===== src/rtl/bti_pkg.sv =====
// bti_pkg: shared types, codes and helpers of the breakpoint table interpolator
// no dependencies; imported by bti_cell, bti_muldiv, breakpoint_table_interpolator and tb
package bti_pkg;

  localparam logic [1:0] MODE_LINEAR   = 2'd0;
  localparam logic [1:0] MODE_NEAREST  = 2'd1;
  localparam logic [1:0] MODE_PREVIOUS = 2'd2;
  localparam logic [1:0] MODE_NEXT     = 2'd3;

  localparam logic [1:0] REG_INTERP_MODE = 2'd0;
  localparam logic [1:0] REG_FILL_ENABLE = 2'd1;
  localparam logic [1:0] REG_FILL_VALUE  = 2'd2;
  localparam logic [1:0] REG_POINT_COUNT = 2'd3;

  localparam logic ACT_LOAD  = 1'b0;
  localparam logic ACT_QUERY = 1'b1;

  localparam logic STATUS_OK  = 1'b0;
  localparam logic STATUS_OOR = 1'b1;

  localparam int PROD_W = 66;

  typedef enum logic [1:0] {
    ST_IDLE,
    ST_SCAN,
    ST_MATH,
    ST_DONE
  } top_state_e;

  typedef enum logic [1:0] {
    MD_IDLE,
    MD_MUL,
    MD_DIV
  } md_phase_e;

  // token that walks the row of cells
  typedef struct packed {
    logic               pass2;
    logic signed [31:0] q;
    logic signed [31:0] lo;
    logic signed [31:0] hi;
    logic signed [31:0] x0;
    logic signed [31:0] y0;
    logic signed [31:0] x1;
    logic signed [31:0] y1;
  } tok_t;

  function automatic logic signed [31:0] sat32(input logic signed [67:0] v);
    logic signed [67:0] hi_lim;
    logic signed [67:0] lo_lim;
    hi_lim = 68'sd2147483647;
    lo_lim = -68'sd2147483648;
    if (v > hi_lim) begin
      sat32 = 32'sh7fffffff;
    end else if (v < lo_lim) begin
      sat32 = 32'sh80000000;
    end else begin
      sat32 = v[31:0];
    end
  endfunction

  function automatic logic [32:0] mag33(input logic [32:0] v);
    mag33 = v[32] ? (33'd0 - v) : v;
  endfunction

endpackage


===== src/rtl/bti_cell.sv =====
// bti_cell: one breakpoint of the table plus one stage of the search token
// depends on bti_pkg
module bti_cell #(
  parameter int INDEX = 0,
  parameter int CNT_W = 7
) (
  input  logic             clk_i,
  input  logic             rst_ni,
  input  logic             tok_valid_i,
  input  bti_pkg::tok_t    tok_i,
  input  logic [CNT_W-1:0] cnt_i,
  input  logic [CNT_W-1:0] nm1_i,
  input  logic             wr_en_i,
  input  logic [5:0]       wr_idx_i,
  input  logic [31:0]      wr_x_i,
  input  logic [31:0]      wr_y_i,
  output logic             tok_valid_o,
  output bti_pkg::tok_t    tok_o,
  output logic [CNT_W-1:0] cnt_o
);
  import bti_pkg::*;

  logic signed [31:0] x_q;
  logic signed [31:0] y_q;
  logic               valid_q;
  tok_t               tok_q, tok_d;
  logic [CNT_W-1:0]   cnt_q, cnt_d;
  logic [CNT_W-1:0]   my_idx;

  assign my_idx = CNT_W'(INDEX);

  always_ff @(posedge clk_i) begin
    if (wr_en_i && (32'(wr_idx_i) == 32'(INDEX))) begin
      x_q <= wr_x_i;
      y_q <= wr_y_i;
    end
  end

  always_comb begin
    tok_d = tok_i;
    cnt_d = cnt_i;
    if (!tok_i.pass2) begin
      // first pass: count entries in use at or below the query, pick up range ends
      if ((my_idx <= nm1_i) && (x_q <= tok_i.q)) begin
        cnt_d = cnt_i + CNT_W'(1);
      end
      if (my_idx == '0) begin
        tok_d.lo = x_q;
      end
      if (my_idx == nm1_i) begin
        tok_d.hi = x_q;
      end
    end else begin
      // second pass: cnt carries the bracket index
      if (my_idx == cnt_i) begin
        tok_d.x0 = x_q;
        tok_d.y0 = y_q;
      end
      if (my_idx == cnt_i + CNT_W'(1)) begin
        tok_d.x1 = x_q;
        tok_d.y1 = y_q;
      end
    end
  end

  always_ff @(posedge clk_i or negedge rst_ni) begin
    if (!rst_ni) begin
      valid_q <= 1'b0;
    end else begin
      valid_q <= tok_valid_i;
    end
  end

  always_ff @(posedge clk_i) begin
    tok_q <= tok_d;
    cnt_q <= cnt_d;
  end

  assign tok_valid_o = valid_q;
  assign tok_o       = tok_q;
  assign cnt_o       = cnt_q;

endmodule


===== config.mk =====
export PLATFORM = sky130hd
export DESIGN_NAME = bti_cell
export DESIGN_NICKNAME = d
export VERILOG_FILES = /design/src/rtl/bti_pkg.sv /design/src/rtl/bti_cell.sv
export SDC_FILE = /design/constraint.sdc
export NUM_CORES = 1
export LEC_CHECK = 0
export BUFFER_PORTS_ARGS = -buffer_cell sky130_fd_sc_hd__buf_2
export CORE_AREA = 10 10 204 206
export CTS_CLUSTER_SIZE = 14
export DETAILED_ROUTE_END_ITERATION = 6
export DIE_AREA = 0 0 214 216
export PLACE_DENSITY_LB_ADDON = 0.1
export SYNTH_ARGS = -nofsm -noshare
export SYNTH_HDL_FRONTEND = slang
export SYNTH_SLANG_ARGS = --single-unit

===== constraint.sdc =====
create_clock -name clk_i -period 2.75 [get_ports clk_i]
set_input_delay 0.275 -clock clk_i [delete_from_list [all_inputs] [get_ports clk_i]]
set_output_delay 0.275 -clock clk_i [all_outputs]
set_load 0.01 [all_outputs]

; After elaboration in Yosys (flattened, before gate mapping)
; Cells that the tools add are included.
[word_totals]
ff_bits = 297
latch_bits = 0
ram_bits = 0
mem_bits_ro = 0
in_bits = 313
word_cells = 28
memories = 0
[classes]
addsub = 1
mul = 0
n_div = 0
order_cmp = 2
eq_ne = 0
shift = 0
muxes = 7
bitwise = 0
reduce_logical = 6
[ops]
columns = op, count
row1 = $mux W64, 3
row2 = $mux W128, 1
row3 = $le A32 B32 Y1, 1
row4 = $mux W32, 1
row5 = $logic_not A7 Y1, 3
row6 = $mux W7, 2
row7 = $add A7 B1 Y7 const B, 1
row8 = $le A1 B7 Y1 const A, 1
row9 = $logic_not A6 Y1, 1
row10 = $logic_and A1 B1 Y1, 2

; Longest topological paths before layout
; Gate-level depths: netlist of the first run.
[depth]
word_depth = 4
depth_mapped = 9
depth_no_buf = 9

; Worst setup path before layout of the first run
; Ideal clock, no wire load.
[synth_path]
path_type = input to register
from = input port wr_idx_i[2]
to = register x_q[0] (enable)
setup_time_ns = 0.651
arrival_ns = 7.008
required_time_ns = 2.099
path_slack_ns = -4.909
stages = 2
n_path_buf = 0
cell_sequence = or4b_2 -> nor4_1
[synth_between]
elab_chain_len = 2
[synth_lines]
columns = element, line_no
row1 = start: declaration, bti_cell.sv:14  ; input logic [5:0] wr_idx_i,
row2 = $logic_not A6 Y1, bti_cell.sv:33  ; if (wr_en_i && (32'(wr_idx_i) == 32'(INDEX))) begin
row3 = $logic_and A1 B1 Y1, bti_cell.sv:33
row4 = end signal: assignment, bti_cell.sv:34  ; x_q <= wr_x_i;
row5 = end: declaration, bti_cell.sv:23  ; logic signed [31:0] x_q;
; Every way passes these cells.
; A chain may end at the register's enable or synchronous reset.

; Final worst setup path of the first run
[layout_path]
from = register x_q[19]
to = register cnt_q[4], in the netlist cnt_o[4]
[layout_between]
elab_chain_len = 4
[layout_lines]
columns = element, line_no
row1 = $le A32 B32 Y1, bti_cell.sv:44  ; if ((my_idx <= nm1_i) && (x_q <= tok_i.q)) begin
row2 = $logic_and A1 B1 Y1, bti_cell.sv:44
row3 = $mux W7, bti_cell.sv:44
row4 = $mux W7, bti_cell.sv:42  ; if (!tok_i.pass2) begin
row5 = via cnt_d[4], bti_cell.sv:27  ; logic [CNT_W-1:0] cnt_q, cnt_d;
row6 = end signal: assignment, bti_cell.sv:76  ; cnt_q <= cnt_d;
row7 = end: declaration, bti_cell.sv:27
; The timed path passes the listed nets, and every way through them passes these cells.

==> out/summary.txt, run 1 <==
post-synthesis register bit count: 297
Ports: 546
Post-Place Cell Area: 13500 µm²
Post-synth EDFFs: 64
routability congestion estimate: 0.754
Slew @ Worst Pin: 0.628 ns
chip width: 214 µm
num rows: 71
Setup WS post-layout: 0.0700 ns
gr usage total: 18.3%
FF-to-FF End: cnt_o[4]
initial core utilization: 26.5%
crit path launch: x_q[19]
Finished Layout Cells: 2100
syn_area_per_cell: 15.0 µm²
Max IR drop VDD: 435 µV
vias: 8658
synthesis-to-finish area growth: 78.6%
clock buffer depth: 3
Hold Vio Cnt, Final: 0
Crit Path Max Fanout: 4
Synth Cell Area: 9920 µm²
Slew headroom: 58.2%
synth warn: 0
dominant synthesized flop cell: dfxtp_1
period utilization: 97.5%
TritonCTS Buffers: 35
clock sinks: 297
routed wire length: 43800 µm
R2R setup slack: 0.07 ns
status: finished clean
vias per cell: 4.12
synth top area cells: dfxtp_1 47%, mux2_2 21%, edfxtp_1 19%
DR WL/cell: 20.8 µm
Filler cells: 3412
r2r worst-path depth: 10
Synthesized Nets: 1007
path type of the worst setup path: reg2reg
Async SR Flop Fraction: 0.337%
TritonRoute pass-1 iters: 4
antenna violations before repair: 8
worst min path class: in2async
Top Family by Delay on Critical Path: compound AO/OA/AOI/OAI gates
Die Height: 216 µm
PD cells: 592 nW/µm²
grt ovf: 0
crit path capture type: flip-flop
CP Buf/Inv Count: 2
core area: 37400 µm²
H-tree depth: 2
WP data required: 3.16 ns
vias in the first global route: 9713
Root Driver: clkbuf_16
skew final: 0.00921 ns
Final HPWL DP: 33300 µm
Worst path slowest cell: edfxtp_1
Setup TNS: 0 ns
CP Launch Type: flip-flop
Post-DRT Antenna Nets: 0
register area share after synthesis: 66.4%
first-pass GRT wire length: 64100 µm
DIE AREA: 46200 µm²
share of layout cells above drive strength 1: 53.3%
DR iter-0 viols: 241
Pleak: 0.00809 µW
Mapped Cells: 660
max cap viols: 0
CTS tree: yes
RSZ-0062 raised after global routing: true
Port Buffers: 545
post-synthesis cell type count: 42
pin count of the biggest net entering global routing: 57
# DRC: 0
share of the synthesized area in the top cell type: 46.8%
Largest stage delay, worst path: 0.39 ns
clock transition at the registers of the reported paths: 0.06 ns
worst-path cell chain: ha_1 > and2_4 > a221o_1 > a221oi_2 > o21ai_2 > a2111oi_4 > buf_4 > buf_6 > o2111ai_4 > xnor2_1
pins over their slew limit: 0
clk_lat worst skew: 0.53 ns
final setup fails: 0
Setup WS pre-CTS: -0.00518 ns
placed insts: 1731
post-route cell area: 17700 µm²
Final min period: 2.68 ns
Max Clk Rate: 373 MHz
Arr. time, crit path: 3.09 ns
Synth area leader: dfxtp_1
Worst R2R Start: x_q[19]
final net count: 1904
## cells in the mapped netlist (2+ instances only)
master	count
dfxtp_1	232
mux2_2	186
edfxtp_1	64
inv_1	36
ha_1	34
nand2_1	16
buf_2	12
a21oi_1	11
o21ai_0	9
xnor2_1	6
buf_1	5
nand4_1	5
nor4_1	4
clkbuf_1	3
mux2_1	3
nand3_1	3
nor2_1	3
nor3_1	2
o2111ai_1	2
o21ai_1	2
## metrics by stage
stage | utilization [%] | hold slack (ns) | power [µW]
final | 47.4 | 0.0622 | 10500
after global routing | 47.4 | 0.0400 | 10900
after floorplan | - | -0.0206 | 5110
after CTS | 47.1 | 0.00377 | 10700
after detailed placement | 36.2 | 0.0518 | 5650
after global placement | 36.2 | 0.0498 | 5650
## flip-flops by register name (all words and copies together), names as in the netlist
signal / count
tok_o: 225
x_q: 32
y_q: 32
cnt_o: 7
tok_valid_o: 1
## cell type report
class | instances | area, µm² | area share, %
Timing Repair Buffer | 880 | 6030 | 34.0
Sequential cell | 297 | 6590 | 37.2
Multi-Input combinational cell | 307 | 3170 | 17.9
Clock buffer | 49 | 1030 | 5.82
Clock inverter | 14 | 104 | 0.586
Tap cell | 511 | 639 | 3.61
Antenna cell | 6 | 15.0 | 0.0847
Inverter | 36 | 135 | 0.763
## where the power goes
group	internal, µW	leakage (µW)	total, µW	switching (µW)
Combinational	722	0.00498	1220	499
Clock	2720	0.000562	4580	1860
Sequential	4650	0.00255	4700	51.2
## cells in the final DEF, fill, tap and decap left out, types with 2 or more instances in the layout
cell type and count:
dfxtp_1 232, nand4_1 5, clkbuf_8 6, clkbuf_16 37, nor4_1 3, nand2_1 15, buf_12 3, nand3_1 3
inv_1 36, mux2_2 186, o21ai_0 9, a21oi_1 11, edfxtp_1 64, nor3_1 2, xnor2_1 6, clkbuf_1 6
buf_2 543, buf_4 37, nor4_4 2, diode_2 6, nor2_1 3, clkinvlp_4 2, clkinv_2 8, mux2_1 3
ha_1 34, dlygate4sd3_1 296
## worst max path at each step
stage | slack, ns | to | depth (start not counted)
CTS | 0.01 | cnt_o[5] | 12
detailed placement | -0.005 | cnt_o[5] | 11
finish | 0.07 | cnt_o[4] | 10
global placement | 0.05 | cnt_o[5] | 12
floorplan | -0.61 | x_q[0] | 2
global route | -0.05 | cnt_o[4] | 10
## layer usage
metal / global-route usage (%) / part of all wire (%)
met1: 20.4 / 40
met4: 5.67 / 2.0
met5: 0 / 0.064
met3: 7.22 / 9.0
met2: 31.6 / 49
## worst register-to-register path, delay by kind of cell, from the launching register on
family                   cells  cell delay (ns)
AO/OA/AOI/OAI                5             1.24
flip-flops                   1             0.39
adder cells (fa/ha/maj)      1             0.33
buffers and inverters        2             0.31
AND/OR/NAND/NOR              1             0.15
XOR/XNOR                     1             0.14
## cells by family after synthesis
family	count (synthesis)	synth area share, %
AOI/OAI and AO/OA	34	2.37
muxes	190	21.6
and+or+nand+nor	43	2.52
xor gates and xnor gates	6	0.530
adders and majority gates	34	4.29
buffers and inverters	56	2.27
DFF	297	66.4
## timing repair
item | CTS | global route
resized for setup | 0 | 10
endpoints found under the hold margin | 296 | 0
endpoints found under the setup margin | 0 | 6
hold buffers | 296 | 0
buffers inserted | 0 | 6
(Power assumes the default switching activity.)
==> run 2, diff against run 1 <==
ABC_AREA = 1   (was default)
CORE_AREA = 10 10 206 208   (was 10 10 204 206)
DIE_AREA = 0 0 216 218   (was 0 0 214 216)
==> run 2 against run 1 <==
- power is 1.9% higher
- maximum frequency rose by 13%
- flip-flop and latch count is the same
- clock power increased by 4%
- synthesized cell count up 29%
- via count up 5.9%
- first-iteration DRC count increased by 25%
- critical endpoint is now cnt_o[0]
- combinational power is essentially flat
==> out/summary.txt, run 2 <==
status: finished clean
r2r worst-path depth: 12
Mapped Cells: 850
max FFs per register: 225
H-tree depth: 2
Setup TNS: 0 ns
clock share of power: 44.6%
total chip power: 10700 µW
Psw: 2390 µW
max cap viols: 0
crit path capture type: flip-flop
TritonCTS Buffers: 35
synth top area cells: dfxtp_1 46%, edfxtp_1 19%, mux2_2 6.6%
Cells on Worst Hold Path: 3
Synth Cell Area: 10100 µm²
register area share after synthesis: 65.2%
Slew headroom: 68.2%
Switching Fraction: 22.4%
post-synthesis cell type count: 28
Hold Vio Cnt, Final: 0
routability congestion estimate: 0.812
Post-DRT Antenna Nets: 0
path type of the worst setup path: reg2reg
Filler cells: 3614
DR WL/cell: 18.6 µm
TritonRoute pass-1 iters: 6
Max IR drop VDD: 404 µV
synthesis-to-finish area growth: 73.7%
PD cells: 609 nW/µm²
synth warn: 0
clock sinks: 297
antenna violations before repair: 3
final net count: 2048
DIE AREA: 47100 µm²
R2R setup slack: 0.38 ns
Synth area leader: dfxtp_1
share of the synthesized area in the top cell type: 46.0%
most frequent cells in the layout: 545 x buf_2, 288 x dlygate4sd3_1, 232 x dfxtp_1
# DRC: 0
Ports: 546
post-cts hold buffer count: 288
worst min path class: in2reg
Combinational Power Share: 11.4%
dominant synthesized flop cell: dfxtp_1
num rows: 72
Crit Path Max Fanout: 9
period utilization: 86.0%
gr usage total: 17.2%
Final min period: 2.37 ns
vias: 9167
CTS tree: yes
Setup Fix Bufs, Post-CTS: 0
clock transition at the registers of the reported paths: 0.06 ns
Max Clk Rate: 423 MHz
min-delay src: tok_i[186]
Slew @ Worst Pin: 0.477 ns
final setup fails: 0
chip width: 216 µm
Root Driver: clkbuf_16
Final HPWL DP: 31900 µm
core area: 38300 µm²
RSZ-0062 raised after global routing: false
Arr. time, crit path: 2.83 ns
Pleak: 0.00847 µW
first-pass GRT wire length: 62400 µm
DR iter-0 viols: 302
P_int: 8300 µW
cell with the most instances after synthesis: dfxtp_1
CP Launch Type: flip-flop
synth cell count leaders: 232 x dfxtp_1, 122 x nand2_1, 81 x inv_1
grt ovf: 0
initial core utilization: 26.4%
Worst R2R Start: x_q[15]
Sequential Power Share: 44.0%
FF-to-FF End: cnt_o[0]
Port Buffers: 545
vias per cell: 4.08
syn_area_per_cell: 11.9 µm²
skew final: 0.0151 ns
WP data required: 3.21 ns
pins over their slew limit: 0
Die Height: 218 µm
WHS Endpoint: tok_o[186]
vias in the first global route: 10500
share of layout cells above drive strength 1: 41.0%
clk_lat worst skew: 0.53 ns
clock buffer depth: 3
post-synthesis register bit count: 297
Synthesized Nets: 1197
cells resized by post-CTS repair: 0
commonest non-fill, non-tap cell in the layout: buf_2
Final Util: 45.8%
Post-synth EDFFs: 64
pin count of the biggest net entering global routing: 52
routed wire length: 41800 µm
Async SR Flop Fraction: 0.337%
==> run 2: cell families after synthesis <==
kind of cell / Yosys count / synth area share (%)
xor+xnor: 3 / 0.260
buf+inv: 111 / 4.79
compound gates: 115 / 5.77
fa+ha+maj: 34 / 4.21
flops: 297 / 65.2
mux: 96 / 11.9
simple gates: 194 / 7.86
==> run 2: worst max-delay path by stage <==
stage	start	end	slack, ns	cells after the start
2_1_floorplan	wr_idx_i[1]	x_q[0]	0.23	2
3_3_place_gp	x_q[15]	cnt_o[1]	0.35	12
3_5_place_dp	x_q[15]	cnt_o[0]	0.32	11
4_1_cts	x_q[15]	cnt_o[0]	0.30	12
5_1_grt	x_q[15]	cnt_o[4]	0.04	12
6_report	x_q[15]	cnt_o[0]	0.38	12
==> run 2: power groups by stage <==
stage | sequential [µW] | clock, µW | combinational, µW
CTS | 4700 | 4940 | 1240
global placement | 4790 | 0 | 887
global route | 4720 | 5100 | 1330
detailed placement | 4790 | 0 | 892
floorplan | 4900 | 0 | 234
finish | 4700 | 4770 | 1220
==> run 2: layout make-up <==
type	instances	area, µm²	area share, %
Clock buffer	48	1020	5.79
Tap cell	518	648	3.69
Sequential cell	297	6590	37.6
Clock inverter	14	171	0.977
Multi-Input combinational cell	442	3040	17.3
Timing Repair Buffer	844	5770	32.9
Antenna cell	4	10.0	0.0570
Inverter	81	304	1.73
==> run 2: per-stage QoR <==
stage | cell area [µm²] | hold slack [ns] | cells | setup WS [ns]
6_report | 17600 | 0.0272 | 2248 | 0.384
5_1_grt | 17500 | 0.00845 | 2246 | 0.0381
4_1_cts | 17500 | 0.000282 | 2244 | 0.302
2_1_floorplan | 10100 | -0.0206 | 850 | 0.231
3_5_place_dp | 13500 | 0.0717 | 1894 | 0.321
3_3_place_gp | 13500 | 0.0723 | 1894 | 0.345
==> run 2: worst max-delay path, cell delays in order, from the launching register on <==
cell	delay, ns
edfxtp_1	0.44
ha_1	0.32
a21oi_1	0.16
o21ai_0	0.13
a21oi_1	0.19
nand2_1	0.12
nand2_1	0.09
nand2_1	0.05
nand2_1	0.06
nand3_1	0.29
nand2_1	0.31
nand2_1	0.08
nand2_1	0.06
==> run 2: routing by layer <==
layer | wire length (µm) | vias to the layer above | global-route usage, %
met5 | 13 | - | 0
met4 | 1100 | 2 | 6.64
met2 | 21700 | 312 | 31.3
li1 | - | 4541 | -
met3 | 3060 | 64 | 5.59
met1 | 15900 | 4248 | 18.1
