File: src/rtl/bti_pkg.sv
// bti_pkg: shared types, codes and helpers of the breakpoint table interpolator
// no dependencies; imported by bti_cell, bti_muldiv, breakpoint_table_interpolator and tb
package bti_pkg;

  localparam logic [1:0] MODE_LINEAR   = 2'd0;
  localparam logic [1:0] MODE_NEAREST  = 2'd1;
  localparam logic [1:0] MODE_PREVIOUS = 2'd2;
  localparam logic [1:0] MODE_NEXT     = 2'd3;

  localparam logic [1:0] REG_INTERP_MODE = 2'd0;
  localparam logic [1:0] REG_FILL_ENABLE = 2'd1;
  localparam logic [1:0] REG_FILL_VALUE  = 2'd2;
  localparam logic [1:0] REG_POINT_COUNT = 2'd3;

  localparam logic ACT_LOAD  = 1'b0;
  localparam logic ACT_QUERY = 1'b1;

  localparam logic STATUS_OK  = 1'b0;
  localparam logic STATUS_OOR = 1'b1;

  localparam int PROD_W = 66;

  typedef enum logic [1:0] {
    ST_IDLE,
    ST_SCAN,
    ST_MATH,
    ST_DONE
  } top_state_e;

  typedef enum logic [1:0] {
    MD_IDLE,
    MD_MUL,
    MD_DIV
  } md_phase_e;

  // token that walks the row of cells
  typedef struct packed {
    logic               pass2;
    logic signed [31:0] q;
    logic signed [31:0] lo;
    logic signed [31:0] hi;
    logic signed [31:0] x0;
    logic signed [31:0] y0;
    logic signed [31:0] x1;
    logic signed [31:0] y1;
  } tok_t;

  function automatic logic signed [31:0] sat32(input logic signed [67:0] v);
    logic signed [67:0] hi_lim;
    logic signed [67:0] lo_lim;
    hi_lim = 68'sd2147483647;
    lo_lim = -68'sd2147483648;
    if (v > hi_lim) begin
      sat32 = 32'sh7fffffff;
    end else if (v < lo_lim) begin
      sat32 = 32'sh80000000;
    end else begin
      sat32 = v[31:0];
    end
  endfunction

  function automatic logic [32:0] mag33(input logic [32:0] v);
    mag33 = v[32] ? (33'd0 - v) : v;
  endfunction

endpackage

File: src/rtl/bti_muldiv.sv
// bti_muldiv: sequential signed trunc(a*b/d), shift-add multiply then restoring divide
// depends on bti_pkg
module bti_muldiv (
  input  logic               clk_i,
  input  logic               rst_ni,
  input  logic               start_i,
  input  logic signed [32:0] a_i,
  input  logic signed [32:0] b_i,
  input  logic signed [32:0] d_i,
  output logic               done_o,
  output logic signed [66:0] quot_o
);
  import bti_pkg::*;

  md_phase_e          phase_q, phase_d;
  logic [6:0]         cnt_q;
  logic [PROD_W-1:0]  mcand_q;
  logic [32:0]        mplier_q;
  logic [PROD_W-1:0]  acc_q;
  logic [PROD_W-1:0]  dq_q;
  logic [32:0]        rem_q;
  logic [32:0]        md_q;
  logic               neg_q;
  logic               done_q;
  logic [PROD_W-1:0]  acc_next;
  logic [33:0]        r2;
  logic               qb;
  logic               mul_last;
  logic               div_last;

  assign acc_next = mplier_q[0] ? (acc_q + mcand_q) : acc_q;
  assign r2       = {rem_q, dq_q[PROD_W-1]};
  assign qb       = (r2 >= {1'b0, md_q});
  assign mul_last = (cnt_q == 7'd32);
  assign div_last = (cnt_q == 7'(PROD_W - 1));

  always_comb begin
    phase_d = phase_q;
    case (phase_q)
      MD_IDLE: if (start_i) phase_d = MD_MUL;
      MD_MUL:  if (mul_last) phase_d = MD_DIV;
      MD_DIV:  if (div_last) phase_d = MD_IDLE;
      default: phase_d = MD_IDLE;
    endcase
  end

  always_ff @(posedge clk_i or negedge rst_ni) begin
    if (!rst_ni) begin
      phase_q <= MD_IDLE;
      done_q  <= 1'b0;
      cnt_q   <= '0;
    end else begin
      phase_q <= phase_d;
      done_q  <= (phase_q == MD_DIV) && div_last;
      if (phase_q != phase_d) begin
        cnt_q <= '0;
      end else if (phase_q != MD_IDLE) begin
        cnt_q <= cnt_q + 7'd1;
      end
    end
  end

  always_ff @(posedge clk_i) begin
    case (phase_q)
      MD_IDLE: begin
        if (start_i) begin
          mcand_q  <= PROD_W'(mag33(a_i));
          mplier_q <= mag33(b_i);
          md_q     <= mag33(d_i);
          neg_q    <= (a_i[32] ^ b_i[32]) ^ d_i[32];
          acc_q    <= '0;
        end
      end
      MD_MUL: begin
        acc_q    <= acc_next;
        mcand_q  <= {mcand_q[PROD_W-2:0], 1'b0};
        mplier_q <= {1'b0, mplier_q[32:1]};
        if (mul_last) begin
          dq_q  <= acc_next;
          rem_q <= '0;
        end
      end
      MD_DIV: begin
        // quotient bits shift in behind the dividend
        rem_q <= qb ? 33'(r2 - {1'b0, md_q}) : r2[32:0];
        dq_q  <= {dq_q[PROD_W-2:0], qb};
      end
      default: ;
    endcase
  end

  assign done_o = done_q;
  assign quot_o = neg_q ? (67'sd0 - $signed({1'b0, dq_q})) : $signed({1'b0, dq_q});

endmodule

File: config.mk
export PLATFORM = sky130hd
export DESIGN_NAME = bti_muldiv
export DESIGN_NICKNAME = d
export VERILOG_FILES = /design/src/rtl/bti_pkg.sv /design/src/rtl/bti_muldiv.sv
export SDC_FILE = /design/constraint.sdc
export NUM_CORES = 1
export LEC_CHECK = 0
export BUFFER_PORTS_ARGS = -buffer_cell sky130_fd_sc_hd__buf_2
export CAP_MARGIN = 20
export CORE_MARGIN = 8
export CORE_UTILIZATION = 25
export CTS_CLUSTER_DIAMETER = 150
export DETAILED_ROUTE_END_ITERATION = 16
export PLACE_DENSITY = 0.37
export SYNTH_ARGS = -nofsm -noshare
export SYNTH_HDL_FRONTEND = slang
export SYNTH_SLANG_ARGS = --single-unit
File: constraint.sdc
create_clock -name clk_i -period 6.1 [get_ports clk_i]
set_clock_uncertainty 0.2 [all_clocks]
set_input_delay 0 -clock clk_i [delete_from_list [all_inputs] [get_ports clk_i]]
set_output_delay 0 -clock clk_i [all_outputs]
set_load 0.005 [all_outputs]
### Word level (Yosys, flattened, before mapping)

Cells that the tools add are included.

| word-level totals | value |
|---|---|
| register bits | 308 |
| input bits | 102 |
| output and inout port bits | 68 |
| word-level logic and storage cells | 59 |

| operators by class | value |
|---|---|
| add/sub/neg operators | 7 |
| $lt $le $gt $ge | 1 |
| eq/ne operators | 7 |
| mux-type cells | 22 |
| bitwise logic cells | 2 |
| reductions and logical operators | 9 |

Operator list:

| operator | number |
|---|---|
| case mux 66 bit (2 select lines) | 3 |
| 2-to-1 mux 66 bit | 4 |
| 2-to-1 mux 33 bit | 5 |
| case mux 33 bit (2 select lines) | 2 |
| subtractor 1 x 33 -> 33 bit, first input constant | 3 |
| 2-to-1 mux 67 bit | 1 |
| subtractor 1 x 66 -> 67 bit, first input constant | 1 |
| adder 66 bit | 1 |
| greater-or-equal comparator 34 x 33 -> 1 bit | 1 |
| subtractor 33 bit | 1 |
| 2-to-1 mux 32 bit | 1 |
| 2-to-1 mux 7 bit | 2 |
| nonzero test 2 bit | 4 |
| adder 7 x 1 -> 7 bit, second input constant | 1 |
| equality test 7 x 6 -> 1 bit, second input constant | 1 |
| equality test 7 bit, second input constant | 1 |
| 2-to-1 mux 2 bit | 3 |
| case mux 2 bit (3 select lines) | 1 |
| AND reduction 2 bit | 3 |
| != test 2 bit, second input constant | 2 |
| equality test 2 x 1 -> 1 bit, second input constant | 1 |
| equality test 2 bit, second input constant | 1 |
| zero test 2 bit | 1 |
| != test 2 bit | 1 |
| other kinds (2) | 3 |

### Longest topological paths before layout

Gate-level depths: netlist of the first run.

| logic depth | value |
|---|---|
| word-level depth | 5 |
| gate-level depth with buffers | 15 |
| gate-level depth less buffers | 13 |

### Worst setup path before layout of the first run

No wires, ideal clock.

| path | value |
|---|---|
| path kind | register -> register |
| from | register phase_q[1] |
| to | register acc_q[0] (enable) |
| setup time | 1356 ps |
| data arrival time | 4042 ps |
| data required time | 4544 ps |
| setup slack | 502 ps |
| stages on the path, launching flop included | 6 |
| path buffers | 3 |
| period minus slack after synthesis | 5598 ps |
| path through | dfrtp_1 nand2b_1 clkbuf_1 clkbuf_1 buf_1 nand2_1 |

| between the ends | value |
|---|---|
| cells in the longest elaborated chain, start to end | 3 |
| elaborated cells on any way between the ends | 5 |
| classes of those cells | eq/ne (2); reduce/logical (3) |

RTL lines:

| element | RTL line | source |
|---|---|---|
| from (decl) | bti_muldiv.sv:15 | `md_phase_e phase_q, phase_d;` |
| from (signal assigned) | bti_muldiv.sv:53 | `phase_q <= phase_d;` |
| equality test 2 x 1 -> 1 bit / zero test 2 bit (equally long branches) | bti_muldiv.sv:64 | `case (phase_q)` |
| nonzero test 2 bit (no line) / != test 2 bit (equally long branches) | - |  |
| AND reduction 2 bit (no line) (*) | - |  |
| to (signal assigned) | bti_muldiv.sv:75 | `acc_q <= acc_next;` |
| to (decl) | bti_muldiv.sv:19 | `logic [PROD_W-1:0] acc_q;` |

Every way passes the cells marked *; elsewhere a longest branch is shown, timed or not.
A chain may end at the register's enable or synchronous reset.

### Final worst setup path of the first run

| path | value |
|---|---|
| from | register dq_q[13] |
| to | output quot_o[62] |

| between the ends | value |
|---|---|
| cells in the longest elaborated chain, start to end | 2 |

RTL lines:

| element | RTL line | source |
|---|---|---|
| from (decl) | bti_muldiv.sv:20 | `logic [PROD_W-1:0] dq_q;` |
| from (signal assigned) | bti_muldiv.sv:79 | `dq_q <= acc_next;` |
| from (signal assigned) | bti_muldiv.sv:86 | `dq_q <= {dq_q[PROD_W-2:0], qb};` |
| subtractor 1 x 66 -> 67 bit | bti_muldiv.sv:93 | `assign quot_o = neg_q ? (67'sd0 - $signed({1'b0, dq_q})) : $signed({1'b0, dq_q});` |
| 2-to-1 mux 67 bit | bti_muldiv.sv:93 |  |
| to (decl) | bti_muldiv.sv:11 | `output logic signed [66:0] quot_o` |

Every way passes these cells.

==> results of run 1 <==
[cell usage in the layout, fill, tap and decap left out, drive strengths merged, types with 15 or more instances in the layout]
master,synthesis,routed
o21ai,201,201
nand4,34,34
edfxtp,298,298
and2,38,38
mux2i,72,72
ha,105,105
buf,13,188
a21o,52,52
nand3,35,35
a211oi,15,15
o41ai,23,23
o21bai,23,23
dlygate4sd3,0,183
nor2,224,224
inv,77,78
or4,31,31
nand2,219,219
xnor2,144,144
clkinv,1,18
clkbuf,102,52
nor3,27,27
o31ai,52,52
xor2,95,95
nand2b,16,16
a21oi,181,181
or3,39,39
[sequential cells by signal (all words and copies together) (netlist names)]
name and count:
acc_q 66, dq_q 66, mcand_q 66, md_q 33
mplier_q 33, rem_q 33, cnt_q 7, phase_q 2
done_o 1, neg_q 1
[cell families (layout without fill, tap and decap cells)]
family / count (synthesis) / in the layout
XOR/XNOR: 239 / 239
AO/OA/AOI/OAI: 639 / 639
multiplexers: 73 / 73
adder cells (fa/ha/maj): 107 / 107
flip-flops: 308 / 308
AND/OR/NAND/NOR: 731 / 731
buffers and inverters: 193 / 523
[power by group through the flow]
stage	Sequential, mW	Combinational, mW	Clock [mW]
after floorplan	3.77	4.71	0
after global placement	3.95	6.51	0
after detailed placement	3.95	6.52	0
after CTS	3.92	6.68	2.51
after global routing	3.99	7.42	2.59
final	3.89	6.59	2.41
[repair_timing]
item	CTS	global route
hold endpoints to repair	119	0
hold buffers	183	0
resized for setup	0	0
[metrics by stage]
stage	std cells	setup WS, ps
finish	3775	776.1
global route	3775	376.6
CTS	3774	636.3
detailed placement	3517	1270
global placement	3517	1336
floorplan	2290	502.1
[per-layer routing]
| layer | track usage, % | vias to the layer above | wire length, um |
|---|---|---|---|
| li1 | - | 9028 | - |
| met1 | 17.48 | 8727 | 30290 |
| met2 | 24.38 | 291 | 33570 |
| met3 | 1.748 | 78 | 2283 |
| met4 | 3.471 | 0 | 1360 |
| met5 | 0 | - | 0 |
[worst min-delay path: stages]
cell and delay, ps:
buf_2 280, o31ai_1 160, xor2_1 80, o21ai_0 150
[worst min-delay path by stage]
| stage | start | end | slack (ps) | cells after the start |
|---|---|---|---|---|
| global route | d_i[0] | md_q[0] | 50 | 2 |
| CTS | d_i[0] | md_q[0] | 9 | 2 |
| floorplan | rst_ni | cnt_q[0] | -500 | 0 |
| detailed placement | rst_ni | cnt_q[2] | -320 | 1 |
| finish | b_i[32] | mplier_q[30] | 30 | 4 |
| global placement | rst_ni | cnt_q[2] | -320 | 1 |
[Yosys cell counts, types with 22 or more instances]
| cell | number |
|---|---|
| nand3_1 | 35 |
| a21o_1 | 52 |
| o21bai_1 | 23 |
| nand4_1 | 34 |
| clkbuf_1 | 102 |
| a21oi_1 | 181 |
| inv_1 | 77 |
| xnor2_1 | 144 |
| nor3_1 | 26 |
| or4_1 | 28 |
| o31ai_1 | 50 |
| nand2_1 | 219 |
| o21ai_0 | 201 |
| or3_1 | 37 |
| and2_1 | 38 |
| xor2_1 | 95 |
| nor2_1 | 224 |
| ha_1 | 105 |
| mux2i_1 | 72 |
| edfxtp_1 | 298 |
| o41ai_1 | 22 |
[area by class of cell]
type | instances | area [sq um]
Tap cell | 1155 | 1445
Clock inverter | 22 | 183.9
Inverter | 78 | 292.8
Fill cell | 9135 | 59410
Sequential cell | 308 | 9199
Timing Repair Buffer | 371 | 2853
Multi-Input combinational cell | 1789 | 11700
Clock buffer | 52 | 1130
==> results.sh, run 1 <==
export IMPL_cp_max_fo=8
export IMPL_rr_endpoint="dq_q[64]"
export IMPL_io_buffers=169
export IMPL_p_seq_share_pct=30.2
export IMPL_ios=170
export IMPL_synth_area_leaders="edfxtp_1, ha_1, xnor2_1"
export IMPL_post_route_util_pct=31.09
export IMPL_p_sw_share_pct=41.95
export IMPL_cpLargestDelayFamily="simple AND/OR/NAND/NOR gates"
export IMPL_synth_edf_count=298
export IMPL_ir_drop_v=0.0002029
export IMPL_drt_drc_violations_left=0
export IMPL_min_period_over_period_pct=87.28
export IMPL_max_cap_violations=0
export IMPL_synth_compound_area_share_pct=18.34
export IMPL_synth_seq_cells=308
export IMPL_yosysSeqAreaShare_pct=42.59
export IMPL_die_h_um=309.9
export IMPL_ys_flop_type="edfxtp_1"
export IMPL_die_area_sq_um=96050
export IMPL_syn_area_sq_um=21600
export IMPL_internal_power_mw=7.483
export IMPL_syn_area_per_cell_sq_um=9.432
export IMPL_max_stage_delay_ps=600
export IMPL_rrSetupSlack_ps=1500
export IMPL_period_needed_ps=5324
export IMPL_cts_made_buffers=42
export IMPL_cts_root_buf="clkbuf_16"
export IMPL_synth_simple_area_share_pct=16.31
export IMPL_reg2reg_depth=12
export IMPL_yosys_warnings=0
export IMPL_vias_per_cell=4.801
export IMPL_drive_above_1_share_pct=10.80
export IMPL_setup_viol=0
export IMPL_grt_pass1_vias=18566
export IMPL_final_area_sq_um=26810
export IMPL_synth_fa_ha_area_share_pct=6.268
export IMPL_hold_class="in2reg"
export IMPL_path_buf_inv=1
export IMPL_tightest_slew_ps=954.2
export IMPL_slew_viol_final=0
export IMPL_critPathLaunch="dq_q[13]"
export IMPL_hold_viol=0
export IMPL_async_flop_share_pct=3.247
export IMPL_wl_per_cell_um=17.88
export IMPL_htreeDepth=2
export IMPL_tritoncts="yes"
export IMPL_power_density_nw_per_um2=480.8
export IMPL_hold_worst_slack_ps=30.59
export IMPL_nets=2799
export IMPL_p_sw_mw=5.407
export IMPL_endpoint="quot_o[62]"
export IMPL_synth_net_count=2499
export IMPL_status="complete, no violations"
export IMPL_synth_cell_type_count=75
export IMPL_row_count=108
export IMPL_grt_overflow=0
export IMPL_postCtsSetupBuffers=0
export IMPL_path_clk_slew_ps=60
export IMPL_cp_depth=10
export IMPL_crit_chain="or4_1 -> nor4_2 -> nand3_1 -> or3_1 -> or4_1 -> or4_1 -> or3_1 -> o41ai_1 -> xnor2_1 -> buf_2"
export IMPL_cts_sinks=308
export IMPL_synth_top_area_share_pct=41.43
export IMPL_cp_end_kind="primary output"
export IMPL_crit_slowest_cell="or4_1"
export IMPL_slew_headroom_pct=34.74
export IMPL_yosys_area_top_type="edfxtp_1"
export IMPL_grt_use_total_pct=13.71
export IMPL_grt_max_degree=128
export IMPL_synth_top_family_by_area="compound AO/OA/AOI/OAI gates"
export IMPL_synth_xor_area_share_pct=9.692
export IMPL_synthesis_instances=2290
export IMPL_die_w_um=309.9
export IMPL_clk_path_buf_depth=3
export IMPL_vias=18124
export IMPL_crit_type="reg2out"
export IMPL_comb_power_share_pct=51.1
export IMPL_cp_start_kind="flip-flop"
export IMPL_clk_latency_ps=570
export IMPL_rsz0062_at_grt="no"
export IMPL_r2r_start="mcand_q[0]"
export IMPL_start_util_pct=25.05
export IMPL_synth_mux_area_fraction_pct=3.389
export IMPL_crit_top_cell="or4_1"
export IMPL_dr_pass1_iters=5
export IMPL_dp_hpwl_um=49850
export IMPL_area_growth_pct=24.11
export IMPL_drt_iter0_drc=933
export IMPL_placedInstanceArea_sq_um=23630
export IMPL_p_leak_nw=10.60
export IMPL_wl_um=67500
export IMPL_arrival_ps=5120
export IMPL_finalWeightedCongestion=0.8121
export IMPL_drtAntennaViolNets=0
export IMPL_antenna_cells=0
export IMPL_antenna_found_initial=2
export IMPL_core_area_sq_um=86210
export IMPL_pwr_share_clk_pct=18.7
export IMPL_grt_pass1_wl_um=105600
export IMPL_power_mw=12.89
export IMPL_setup_tns_ps=0
export IMPL_crit_required_ps=5900
export IMPL_max_freq_mhz=187.8
(Power assumes the default switching activity.)
==> inputs of run 2 (changes only) <==
==> constraint.sdc (replaced) <==
create_clock -name clk_i -period 6.9 [get_ports clk_i]
set_clock_uncertainty 0.2 [all_clocks]
set_input_delay 0 -clock clk_i [delete_from_list [all_inputs] [get_ports clk_i]]
set_output_delay 0 -clock clk_i [all_outputs]
set_load 0.005 [all_outputs]
==> results.sh, run 2 (same netlist as run 1, synthesis figures left out) <==
export IMPL_ios=170
export IMPL_hold_worst_slack_ps=61.21
export IMPL_cts_made_buffers=43
export IMPL_status="complete, no violations"
export IMPL_row_count=108
export IMPL_ir_drop_v=0.0001719
export IMPL_internal_power_mw=6.806
export IMPL_die_area_sq_um=96050
export IMPL_finalWeightedCongestion=0.8027
export IMPL_pwr_share_clk_pct=20.3
export IMPL_hp_start="d_i[0]"
export IMPL_p_sw_share_pct=41.54
export IMPL_hold_class="in2reg"
export IMPL_cts_root_buf="clkbuf_16"
export IMPL_p_seq_share_pct=29.6
export IMPL_cp_max_fo=8
export IMPL_cp_start_kind="flip-flop"
export IMPL_crit_top_cell="or4_1"
export IMPL_cts_sinks=308
export IMPL_reg_top3="acc_q x66, dq_q x66, mcand_q x66"
export IMPL_power_density_nw_per_um2=432.3
export IMPL_crit_type="reg2out"
export IMPL_clk_latency_ps=570
export IMPL_arrival_ps=5130
export IMPL_area_growth_pct=24.71
export IMPL_antenna_found_initial=1
export IMPL_grt_pass1_vias=18585
export IMPL_crit_slowest_cell="or4_1"
export IMPL_max_stage_delay_ps=620
export IMPL_final_area_sq_um=26930
export IMPL_r2r_start="acc_q[12]"
export IMPL_p_leak_nw=10.67
export IMPL_wl_per_cell_um=17.82
export IMPL_slew_headroom_pct=31.29
export IMPL_htreeDepth=2
export IMPL_cp_end_kind="primary output"
export IMPL_hold_viol=0
export IMPL_p_sw_mw=4.836
export IMPL_dr_pass1_iters=5
export IMPL_start_util_pct=25.05
export IMPL_dp_hpwl_um=49790
export IMPL_post_route_util_pct=31.24
export IMPL_vias=18085
export IMPL_tritoncts="yes"
export IMPL_grt_max_degree=128
export IMPL_critPathLaunch="dq_q[14]"
export IMPL_io_buffers=169
export IMPL_vias_per_cell=4.787
export IMPL_max_cap_violations=0
export IMPL_setup_viol=0
export IMPL_grt_pass1_wl_um=105900
export IMPL_crit_required_ps=6700
export IMPL_clk_path_buf_depth=3
export IMPL_core_area_sq_um=86210
export IMPL_grt_overflow=0
export IMPL_slew_viol_final=0
export IMPL_tightest_slew_ps=1031
export IMPL_placedInstanceArea_sq_um=23610
export IMPL_path_clk_slew_ps=60
export IMPL_wl_um=67330
export IMPL_final_common_cell="edfxtp_1"
export IMPL_setup_tns_ps=0
export IMPL_drive_above_1_share_pct=11.17
export IMPL_min_period_over_period_pct=77.21
export IMPL_layout_common_cells="edfxtp_1, nor2_1, nand2_1, o21ai_0"
export IMPL_drtAntennaViolNets=0
export IMPL_dp_cells=3516
export IMPL_nets=2797
export IMPL_die_w_um=309.9
export IMPL_period_needed_ps=5327
export IMPL_max_freq_mhz=187.7
export IMPL_grt_use_total_pct=13.72
export IMPL_crit_chain="or4_1 -> nor4_2 -> nand3_1 -> or3_1 -> or4_1 -> or4_1 -> or3_1 -> o41ai_1 -> xnor2_1 -> buf_2"
export IMPL_die_h_um=309.9
export IMPL_drt_iter0_drc=1070
export IMPL_drt_drc_violations_left=0
export IMPL_comb_power_share_pct=50.1
export IMPL_stdcell_count=3778
export IMPL_rsz0062_at_grt="no"
run 2: cell count changes in the layout (fill, tap and decap cells not counted), moves of 2 or more:
cell,change
dlygate4sd3_1,-2
bufinv_16,+4
clkinv_2,+3
clkbuf_16,+2
clkbuf_1,-2
clkinv_1,-4
run 2: path summary, 6_finish.rpt:
check | depth (start not counted) | slack (ps) | endpoint
worst max-delay path | 10 | 1570 | quot_o[62]
worst min-delay path | 2 | 60 | md_q[0]
worst max register to register | 11 | 2250 | acc_q[61]
worst min register to register | 2 | 320 | mplier_q[6]
max in group asynchronous | 3 | 5860 | cnt_q[5]
min in group asynchronous | 3 | 290 | cnt_q[2]
run 2: per-layer routing:
metal | vias to the layer above | share of wire [%] | GRT usage (%) | routed length [um]
li1 | 9020 | - | - | -
met1 | 8717 | 45 | 17.49 | 30390
met2 | 271 | 50 | 24.43 | 33440
met3 | 77 | 3.3 | 1.775 | 2208
met4 | 0 | 1.9 | 3.406 | 1296
met5 | - | 0 | 0 | 0
run 2: final cells by class:
| type | count | area [sq um] |
|---|---|---|
| Antenna cell | 1 | 2.502 |
| Multi-Input combinational cell | 1789 | 11700 |
| Fill cell | 9074 | 59280 |
| Inverter | 78 | 292.8 |
| Timing Repair Buffer | 368 | 2805 |
| Sequential cell | 308 | 9199 |
| Tap cell | 1155 | 1445 |
| Clock inverter | 28 | 329.1 |
| Clock buffer | 51 | 1159 |
run 2: through the flow:
stage	setup slack (ps)	power, mW
after detailed placement	2103	9.256
after CTS	1452	11.83
after global placement	2180	9.256
after global routing	1219	12.60
final	1573	11.64
after floorplan	1302	7.499
run 2: worst max-delay path: cells and delay by family (launching register included):
kind / cells / cell delay, ps
buf+inv: 1 / 130
flops: 1 / 430
simple gates: 7 / 3390
xor+xnor: 1 / 160
compound gates: 1 / 440
run 2: power by group through the flow:
| stage | Combinational (mW) | Clock, mW | Sequential, mW |
|---|---|---|---|
| after global placement | 5.76 | 0 | 3.49 |
| after global routing | 6.56 | 2.52 | 3.52 |
| after CTS | 5.89 | 2.46 | 3.47 |
| final | 5.83 | 2.37 | 3.45 |
| after detailed placement | 5.76 | 0 | 3.49 |
| after floorplan | 4.17 | 0 | 3.33 |
run 2: repair_timing:
| action | CTS | global route |
|---|---|---|
| gates resized for setup | 0 | 0 |
| hold buffers | 181 | 0 |
| setup buffers | 0 | 0 |
| hold endpoints to repair | 118 | 0 |
